<file path="src/rtl/core/fds_pkg.sv">
// Shared types, sizes and key conversion helpers for the face depth sorter.
package fds_pkg;

  localparam int unsigned MAX_FACES = 64;
  localparam int unsigned KEY_BITS  = 32;
  localparam int unsigned CNT_W     = $clog2(MAX_FACES + 1);

  typedef logic signed [KEY_BITS-1:0] key_t;
  typedef logic [CNT_W-1:0]           count_t;

  // One buffered face: handle and depth key.
  typedef struct packed {
    logic [15:0] face_ref;
    key_t        key;
  } rec_t;

  // Chain-wide control, the same for every cell.
  typedef struct packed {
    logic insert;  // store the incoming face in sorted place
    logic shift;   // move every record one cell toward the head
  } chain_ctrl_t;

  // Bring a 32-bit depth to key width: sign-extend, then truncate.
  function automatic key_t to_key(input logic signed [31:0] depth);
    logic signed [63:0] wide;
    wide = 64'(depth);
    return key_t'(wide[KEY_BITS-1:0]);
  endfunction

  // Bring a key back to a 32-bit depth: sign-extend, keep the low bits.
  function automatic logic signed [31:0] to_depth(input key_t key);
    logic signed [63:0] wide;
    wide = 64'(key);
    return wide[31:0];
  endfunction

endpackage

</file>
<file path="src/rtl/core/fds_cell.sv">
// One cell of the insertion chain: holds a record and trades it with its neighbors.
module fds_cell
  import fds_pkg::*;
(
  input  logic        clk_i,
  input  chain_ctrl_t ctrl_i,
  input  logic        occupied_i,   // this cell holds a buffered face
  input  rec_t        new_rec_i,    // incoming face, sent to every cell
  input  rec_t        prev_rec_i,   // record of the cell toward the head
  input  logic        prev_ins_i,   // incoming face lands at or before the previous cell
  input  rec_t        next_rec_i,   // record of the cell toward the tail
  output rec_t        rec_o,
  output logic        ins_o         // incoming face lands at or before this cell
);

  rec_t rec_q, rec_d;

  // Land the new face ahead of every strictly nearer face; equal keys keep order.
  assign ins_o = !occupied_i || (rec_q.key < new_rec_i.key);

  // Pick the next content: insert-and-push, shift toward the head, or hold.
  always_comb begin
    rec_d = rec_q;
    if (ctrl_i.shift) begin
      rec_d = next_rec_i;
    end else if (ctrl_i.insert && ins_o) begin
      rec_d = prev_ins_i ? prev_rec_i : new_rec_i;
    end
  end

  always_ff @(posedge clk_i) begin
    rec_q <= rec_d;
  end

  assign rec_o = rec_q;

endmodule

</file>
<file path="config.mk">
export PLATFORM = sky130hd
export DESIGN_NAME = fds_cell
export DESIGN_NICKNAME = d
export VERILOG_FILES = /design/src/rtl/core/fds_pkg.sv /design/src/rtl/core/fds_cell.sv
export SDC_FILE = /design/constraint.sdc
export NUM_CORES = 1
export LEC_CHECK = 0
export BUFFER_PORTS_ARGS = -buffer_cell sky130_fd_sc_hd__buf_2
export CORE_UTILIZATION = 44
export CTS_CLUSTER_SIZE = 10
export DETAILED_ROUTE_END_ITERATION = 7
export GPL_TIMING_DRIVEN = 0
export PLACE_DENSITY = 0.92
export SYNTH_ARGS = -nofsm -noshare
export SYNTH_HDL_FRONTEND = slang
export SYNTH_SLANG_ARGS = --single-unit
</file>
<file path="constraint.sdc">
create_clock -name clk_i -period 7.79 [get_ports clk_i]
set_input_delay 1.558 -clock clk_i [delete_from_list [all_inputs] [get_ports clk_i]]
set_output_delay 1.558 -clock clk_i [all_outputs]
set_load 0.005 [all_outputs]
</file>
==> summary by stage, run 1 <==
Status
The run finished with clean final reports.

Cells and area
At the end of the flow, the number of nets in the layout was 712. The register with the most flip-flops in the layout has 48 of them. The area growth from synthesis to layout is 39.76%. 0 antenna diodes ended up in the layout. Of the cells placed in the final design, the portion with a size suffix greater than 1 is 40.34%. The post-route non-filler standard cell count is 632.

Placement
Including well taps, the total number of placed cells is 624. After legalization and detailed placement, the total HPWL measured 7.653 mm. At the end of routability-driven placement, the weighted congestion stood at 0.7798. Port buffering added 195 buffers.

Clock tree
The library cell used as clock root buffer is sky130_fd_sc_hd__clkbuf_8. The clock passes through at most 2 buffers. The hold buffer count at cts is 0. The H-tree was split into 2 levels. TritonCTS built the clock tree. Once the clock tree was built, the setup fixing pass inserted 0 buffers. For the worst-skew pair, the clock arrives at the later sink with an insertion delay of 0.30 ns. The number of instances resized during post-cts repair is 0. The number of sinks on the clock net is 48. Clock tree synthesis inserted a total of 5 buffers. Clock-pin slew was measured on the worst setup and hold paths at 0.09 ns.

Timing
The clock arrives with 0.006537 ns of skew. At the pin with the least slew margin, the transition time is 0.9239 ns. Dividing the final minimum period by the clock period gives 65.90%. The worst pin sits at a relative slew slack of 38.07%. Timing would allow up to 0.1948 GHz. The final setup violation count is 0. Setup repair after global routing left no endpoint under its margin.

The max-slew violation count is 0. The number of hold-slack violations in the final timing report is 0. The tightest hold margin is 1.170 ns. The time the worst path needs with I/O delays and setup is 5.134 ns.

Logic synthesis
Counting every net in the synthesized netlist gives 507. The combined area of all synthesized cells is 0.003263 mm2. The number of flops mapped to enable cells by yosys is 48. The sequential cell area fraction in the yosys report is 44.17%.

The most used flip-flop cell after synthesis is sky130_fd_sc_hd__edfxtp_1. The share of async-settable or async-resettable flops after synthesis is 0%. The flop and latch count out of synthesis is 48. A synthesized cell averages 9.979 um2. Synthesis instantiated 30 different standard cells from the library.

During synthesis, Yosys emitted a total of 0 warnings. The gate count of the mapped netlist is 327.

Setup path
The critical-path maximum fanout is 2. The critical path endpoint category is an output pin. The worst flop-to-flop path startpoint is rec_o[2]. The worst setup path startpoint is new_rec_i[2]. The worst register-to-register path has a depth of 9. Data on the critical path arrives at its endpoint at 3.58 ns. The critical path is of the primary input to output pin type. The startpoint type of the worst setup path is a primary input.

The data required time at the worst endpoint is 6.23 ns. Across all register-to-register paths, the minimum setup slack is 4.47 ns. In this run the critical register-to-register path is captured at rec_o[35].

Following the worst setup path forward leads to its endpoint at ins_o.

Hold path
Counting instances, the worst hold path has a depth of 5. The type of the most critical hold path is flop to flop.

GRT
The via count of the first global-routing pass was 3183. The first-pass GRT wire length is 13.97 mm. The number of antenna violations at the first check in global routing is 0.

The largest net degree at the start of global routing is 16. The overall fraction of global-route tracks in use is 23.58%. Global routing finished with a remaining overflow of 0.

Floorplanning
The starting density of the core is 45.23%. The floorplan has 31 rows. The area of the die is 0.007764 mm2.

Pin placement for this block handled 198 I/O pins. The vertical extent of the die is 88.12 um. The standard cell core area is 0.007214 mm2.

The die is 88.12 um wide.

Drt
The total iterations of the first detailed-routing run is 5. After detailed routing, the average wire length per cell comes to 14.75 um. The final route contains 3244 vias. The detail route stage leaves a number of antenna-violating nets equal to 0. The via count normalized by instance count is 5.133. In the routed design, unresolved DRC markers number 0. The iteration-0 DRC count of the detailed router is 114. The detailed-route wire length is 9.321 mm.

Power and ir drop
IR analysis of the VDD net gives a maximum drop of 97.91 uV. In this run the static leakage power is 0.002386 uW. In this run the power density over the cells is 176.4 mW/mm2.

Job
The max capacitance violation total is 0.
## Yosys cell counts (all sizes together), types with 2 or more instances
cell type | n | area share (%)
nand3 | 2 | 0.31
inv | 32 | 3.7
edfxtp | 48 | 44
nand2 | 59 | 6.8
a31oi | 2 | 0.38
nor2 | 4 | 0.46
clkbuf | 13 | 1.5
buf | 4 | 0.61
nand4 | 4 | 0.96
ha | 31 | 12
a21oi | 12 | 1.8
o21ai | 52 | 8.0
mux2i | 48 | 15
## report_power, final
part | switching [uW] | leakage, uW | total, uW | internal (uW)
logic | 114 | 0.00182 | 216 | 102
registers | 15.3 | 0.000490 | 344 | 329
clock network | 83.6 | 0.0000784 | 244 | 160
total | 213 | 0.00239 | 805 | 591
## kinds of logic (layout without fill, tap and decap cells)
group / count (synthesis) / count (layout) / share of synthesized area, %
AOI/OAI and AO/OA: 74 / 74 / 12.50
adders and majority gates: 31 / 31 / 11.89
buffers and inverters: 49 / 255 / 5.790
DFF: 48 / 48 / 44.17
muxes: 49 / 49 / 15.07
and+or+nand+nor: 76 / 76 / 10.58
## worst min path at each step
stage | endpoint | start
global placement | rec_o[20] | next_rec_i[20]
floorplan | rec_o[0] | rec_o[31]
CTS | rec_o[8] | rec_o[31]
global route | rec_o[10] | rec_o[31]
finish | rec_o[13] | rec_o[31]
detailed placement | rec_o[18] | rec_o[31]
## cell type report
type | count | area [um2]
Tap cell | 99 | 123.9
Clock buffer | 5 | 68.82
Clock inverter | 3 | 90.09
Inverter | 32 | 120.1
Timing Repair Buffer | 198 | 1010
Fill cell | 603 | 2654
Multi-Input combinational cell | 230 | 1638
Sequential cell | 48 | 1441
Buffer | 17 | 68.82
## worst max-delay path, cell delays in order
cell	delay, ns
sky130_fd_sc_hd__buf_2	0.09
sky130_fd_sc_hd__inv_1	0.04
sky130_fd_sc_hd__ha_1	0.30
sky130_fd_sc_hd__a211o_1	0.14
sky130_fd_sc_hd__a31oi_1	0.06
sky130_fd_sc_hd__o311a_1	0.32
sky130_fd_sc_hd__o41ai_2	0.44
sky130_fd_sc_hd__a31oi_1	0.17
sky130_fd_sc_hd__mux2_1	0.34
sky130_fd_sc_hd__buf_2	0.14
## metrics by stage
stage / TNS, ns / instance area (um2) / total power [uW] / worst slack [ns] / util [%]
floorplan: 0 / 3263 / 456.7 / 1.229 / -
global placement: -17.64 / 4363 / 550.5 / -0.3696 / 60.48
detailed placement: 0 / 4402 / 565.7 / 2.672 / 61.01
CTS: 0 / 4561 / 809.1 / 2.659 / 63.22
global route: 0 / 4561 / 846.8 / 2.582 / 63.22
finish: 0 / 4561 / 804.5 / 2.656 / 63.22
## cells in the final DEF, fill, tap and decap left out, types with 4 or more instances in the layout
master                     netlist  final
sky130_fd_sc_hd__buf_2           4    199
sky130_fd_sc_hd__nand2_1        59     59
sky130_fd_sc_hd__o21ai_0        52     52
sky130_fd_sc_hd__mux2i_1        48     48
sky130_fd_sc_hd__edfxtp_1       48     48
sky130_fd_sc_hd__inv_1          32     32
sky130_fd_sc_hd__ha_1           31     31
sky130_fd_sc_hd__clkbuf_1       13     13
sky130_fd_sc_hd__a21oi_1        12     12
sky130_fd_sc_hd__clkbuf_8        0      5
sky130_fd_sc_hd__nor2_1          4      4
## layer usage
layer / up-vias / routed length (um) / track usage (%)
li1: 1579 / - / -
met1: 1494 / 3337 / 23.57
met2: 158 / 5201 / 48.77
met3: 13 / 647 / 4.053
met4: 0 / 133 / 6.891
met5: - / 0 / 0
No activity file was read; power rests on OpenSTA's default activity.
==> run 2, diff against run 1 <==
ABC_AREA = 1   (was default)
CORE_UTILIZATION = 40   (was 44)
PLACE_DENSITY = 0.89   (was 0.92)
clock period = 4.39 ns   (was 7.79 ns; I/O delays follow)
==> summary by stage, run 2 <==
Status
The flow ran to the end, and the final reports show no timing, DRC or antenna violations.

Logic synthesis
Synthesis instantiated 21 different standard cells from the library. The synthesized netlist net count is 577. A synthesized cell averages 8.122 um2. The largest total area in the synthesized netlist belongs to sky130_fd_sc_hd__edfxtp_1.

The sequential cell area fraction in the yosys report is 44.70%. Synthesis inferred 48 register bits. In the synthesized netlist, the cells that appear most often are sky130_fd_sc_hd__a21oi_1, sky130_fd_sc_hd__nand2_1, sky130_fd_sc_hd__nor2_1. Synthesis produced 397 cells. The primary flip-flop cell chosen by synthesis mapping is sky130_fd_sc_hd__edfxtp_1. The number of warning messages in the yosys log is 0. By area the synthesized netlist is led by sky130_fd_sc_hd__edfxtp_1, sky130_fd_sc_hd__a21oi_1, sky130_fd_sc_hd__ha_1. The mapped netlist covers 0.003224 mm2. The fraction of synthesized cell area taken by the top area cell type is 44.70%. Among all cell types in the netlist, the one instantiated most often is sky130_fd_sc_hd__a21oi_1. In this run, synthesis inferred 48 flip-flops with an integrated enable.

The share of async-settable or async-resettable flops after synthesis is 0%.

Clock tree
Buffers inserted during clock tree synthesis total 5. The clock insertion delay at the later pin of the skew report is 0.30 ns. The hold buffer count at cts is 0. The clock passes through at most 2 buffers. The cell sitting at the root of the clock tree is a sky130_fd_sc_hd__clkbuf_8.

The number of sinks on the clock net is 48. The number of setup buffers added after CTS is 0. The maximum level of the CTS H-tree is 2. The CTS tree is done. The number of instances resized during post-cts repair is 0. The clock-pin slew on the worst setup and hold paths is 0.09 ns.

Cells and area
The number of nets in the final layout is 782. Leaving out fill and tap cells, the most frequent cell in the layout is sky130_fd_sc_hd__buf_2. The cell area after layout is 0.004476 mm2. The antenna cell count is 0. In the layout the commonest cells are sky130_fd_sc_hd__buf_2, sky130_fd_sc_hd__a21oi_1, sky130_fd_sc_hd__nand2_1, sky130_fd_sc_hd__nor2_1, sky130_fd_sc_hd__edfxtp_1. The number of filler cells placed in the layout is 734. The utilization of the core after routing is 57.62%.

The post-route netlist has 36.82% of its cells at a drive strength greater than 1. The register with the most flip-flops in the layout has 48 of them. The area growth from synthesis to layout is 38.80%.

GRT
The first-pass GRT wire length is 15.77 mm. Entering global routing, the biggest net connects 27 pins. Global routing used 23.44% of the available tracks. The remaining global-route overflow is 0. The global routing stage identified its most utilized layer as met2.

For met3 alone, demand over resource in global routing was 4.892%. The global-route track usage on met2 is 45.61%. The via count of the first global-routing pass came to 3632. The number of antenna violations at the first check in global routing is 0. Global routing consumed, on the met1 layer, 25.04% of the routing resources.

Floorplanning
The starting density of the core is 41.51%. The standard cell core area is 0.007767 mm2. The top-level I/O count is 198.

The die is 91.78 um tall. The initialized floorplan defines 32 standard-cell rows. The area of the die is 0.008424 mm2. The chip width is 91.78 um.

Timing
Summed over all failing endpoints, the final setup total negative slack is 0 ns. The clock arrives with 0.009681 ns of skew. The time the worst path needs with I/O delays and setup is 3.093 ns.

The tightest hold margin is 0.8930 ns. The slew at the pin closest to its max-slew limit is 0.6235 ns. Measured against its own limit, the worst slew margin works out to 58.29%. Of the available clock period, the critical path in the final layout requires 70.45%. The top achievable clock speed is 0.3233 GHz.

The number of hold-slack violations in the final timing report is 0. Setup repair after global routing left no endpoint under its margin. The max-slew violation count is 0. Setup violations remaining at the end of the flow were counted as 0.

Setup path
The data required time at the worst endpoint is 3.51 ns. The worst register-to-register path begins at rec_o[31]. The critical path starts at new_rec_i[5]. The worst path arrival time is 2.21 ns. The critical path in this run is classified as primary input to output pin.

The startpoint type of the worst setup path is a primary input. STA classifies the critical path endpoint as an output pin. In this run the worst path has a maximum fanout of 2.

Drt
The detailed-route wire length is 9.863 mm. After detailed routing, the number of vias per cell comes to 5.071. After the first detailed-routing iteration, the DRC count stood at 92. The total via count in the routed design is 3575. In this run the remaining antenna-violating nets after routing total 0. The total iterations of the first detailed-routing run is 6. Dividing the detail-routed wire length by the instance count gives 13.99 um. After detailed routing, the number of remaining DRC violations is 0.

Power and ir drop
The maximum resistive drop on vdd is 169.8 uV. In this run the static leakage power is 0.002302 uW. Power spread over the standard cell area amounts to 280.9 mW/mm2.

Placement
Once detailed placement completed, the half-perimeter wirelength came to 7.826 mm. Routability-driven placement finished with a final weighted congestion of 0.8199. The placed instances occupy a cell area of 0.004368 mm2. The number of I/O port buffers is 197.

Job
The max capacitance violation total is 0.

Hold path
The worst hold path startpoint is next_rec_i[8]. The type of the most critical hold path is primary input to flop.
## run 2: cell count changes after synthesis, moves of 2 or more
cell and change:
sky130_fd_sc_hd__a21oi_1 +100, sky130_fd_sc_hd__o21ai_0 -49, sky130_fd_sc_hd__mux2i_1 -48, sky130_fd_sc_hd__nor2_1 +48, sky130_fd_sc_hd__nand2_1 +18, sky130_fd_sc_hd__inv_1 +9, sky130_fd_sc_hd__buf_2 +7, sky130_fd_sc_hd__clkbuf_1 -6
sky130_fd_sc_hd__a31oi_1 -2, sky130_fd_sc_hd__buf_1 +2
## run 2: through the flow
stage	std cells	worst slack (ns)	power, uW
finish	705	1.297	1257
global route	705	1.078	1327
CTS	705	1.268	1266
detailed placement	697	1.165	946.4
global placement	696	0.3572	923.1
floorplan	397	1.057	769.7
## run 2: cell type report
class                      count  area (um2)  share of cell area, %
buffer                        20       88.84                  1.985
inverter                      41       153.9                  3.439
clock buffer                   6       72.57                  1.621
sequential                    48        1441                  32.21
multi-input combinational    288        1543                  34.47
clock inverter                 2       35.03                 0.7828
tap                          102       127.6                  2.852
timing repair buffer         198        1013                  22.64
## run 2: routing by layer
layer  share of wire, %  vias to the layer above
met3                6.1                       21
li1                   -                     1759
met2                 52                      172
met1                 40                     1623
met5                  0                        -
met4                1.7                        0
## run 2: worst max-delay path: stages
cell and delay [ns]:
sky130_fd_sc_hd__buf_2 0.10, sky130_fd_sc_hd__inv_1 0.04, sky130_fd_sc_hd__ha_1 0.30, sky130_fd_sc_hd__a21oi_1 0.15
sky130_fd_sc_hd__nor2_1 0.06, sky130_fd_sc_hd__nor3_2 0.09, sky130_fd_sc_hd__nand2_1 0.07, sky130_fd_sc_hd__nand2_1 0.05
sky130_fd_sc_hd__nand2_1 0.06, sky130_fd_sc_hd__nand2_1 0.09, sky130_fd_sc_hd__nand2_1 0.05, sky130_fd_sc_hd__nand2_1 0.07
sky130_fd_sc_hd__nand3_2 0.07, sky130_fd_sc_hd__buf_2 0.13
## run 2: logic make-up after synthesis
kind of cell	after synthesis	synth area share (%)
fa+ha+maj	31	12.03
compound gates	118	18.47
flops	48	44.70
buf+inv	61	7.528
simple gates	139	17.27
## run 2: worst paths after layout
| kind | cells past startpoint | to | slack [ns] |
|---|---|---|---|
| setup / recovery | 14 | ins_o | 1.30 |
| hold / removal | 3 | rec_o[8] | 0.89 |
| setup reg to reg | 12 | rec_o[0] | 1.77 |
| hold reg to reg | 6 | rec_o[21] | 1.53 |
## run 2: power by group
| group | switching (uW) | internal [uW] |
|---|---|---|
| clock | 151 | 169 |
| combinational | 189 | 160 |
| sequential | 22.1 | 567 |
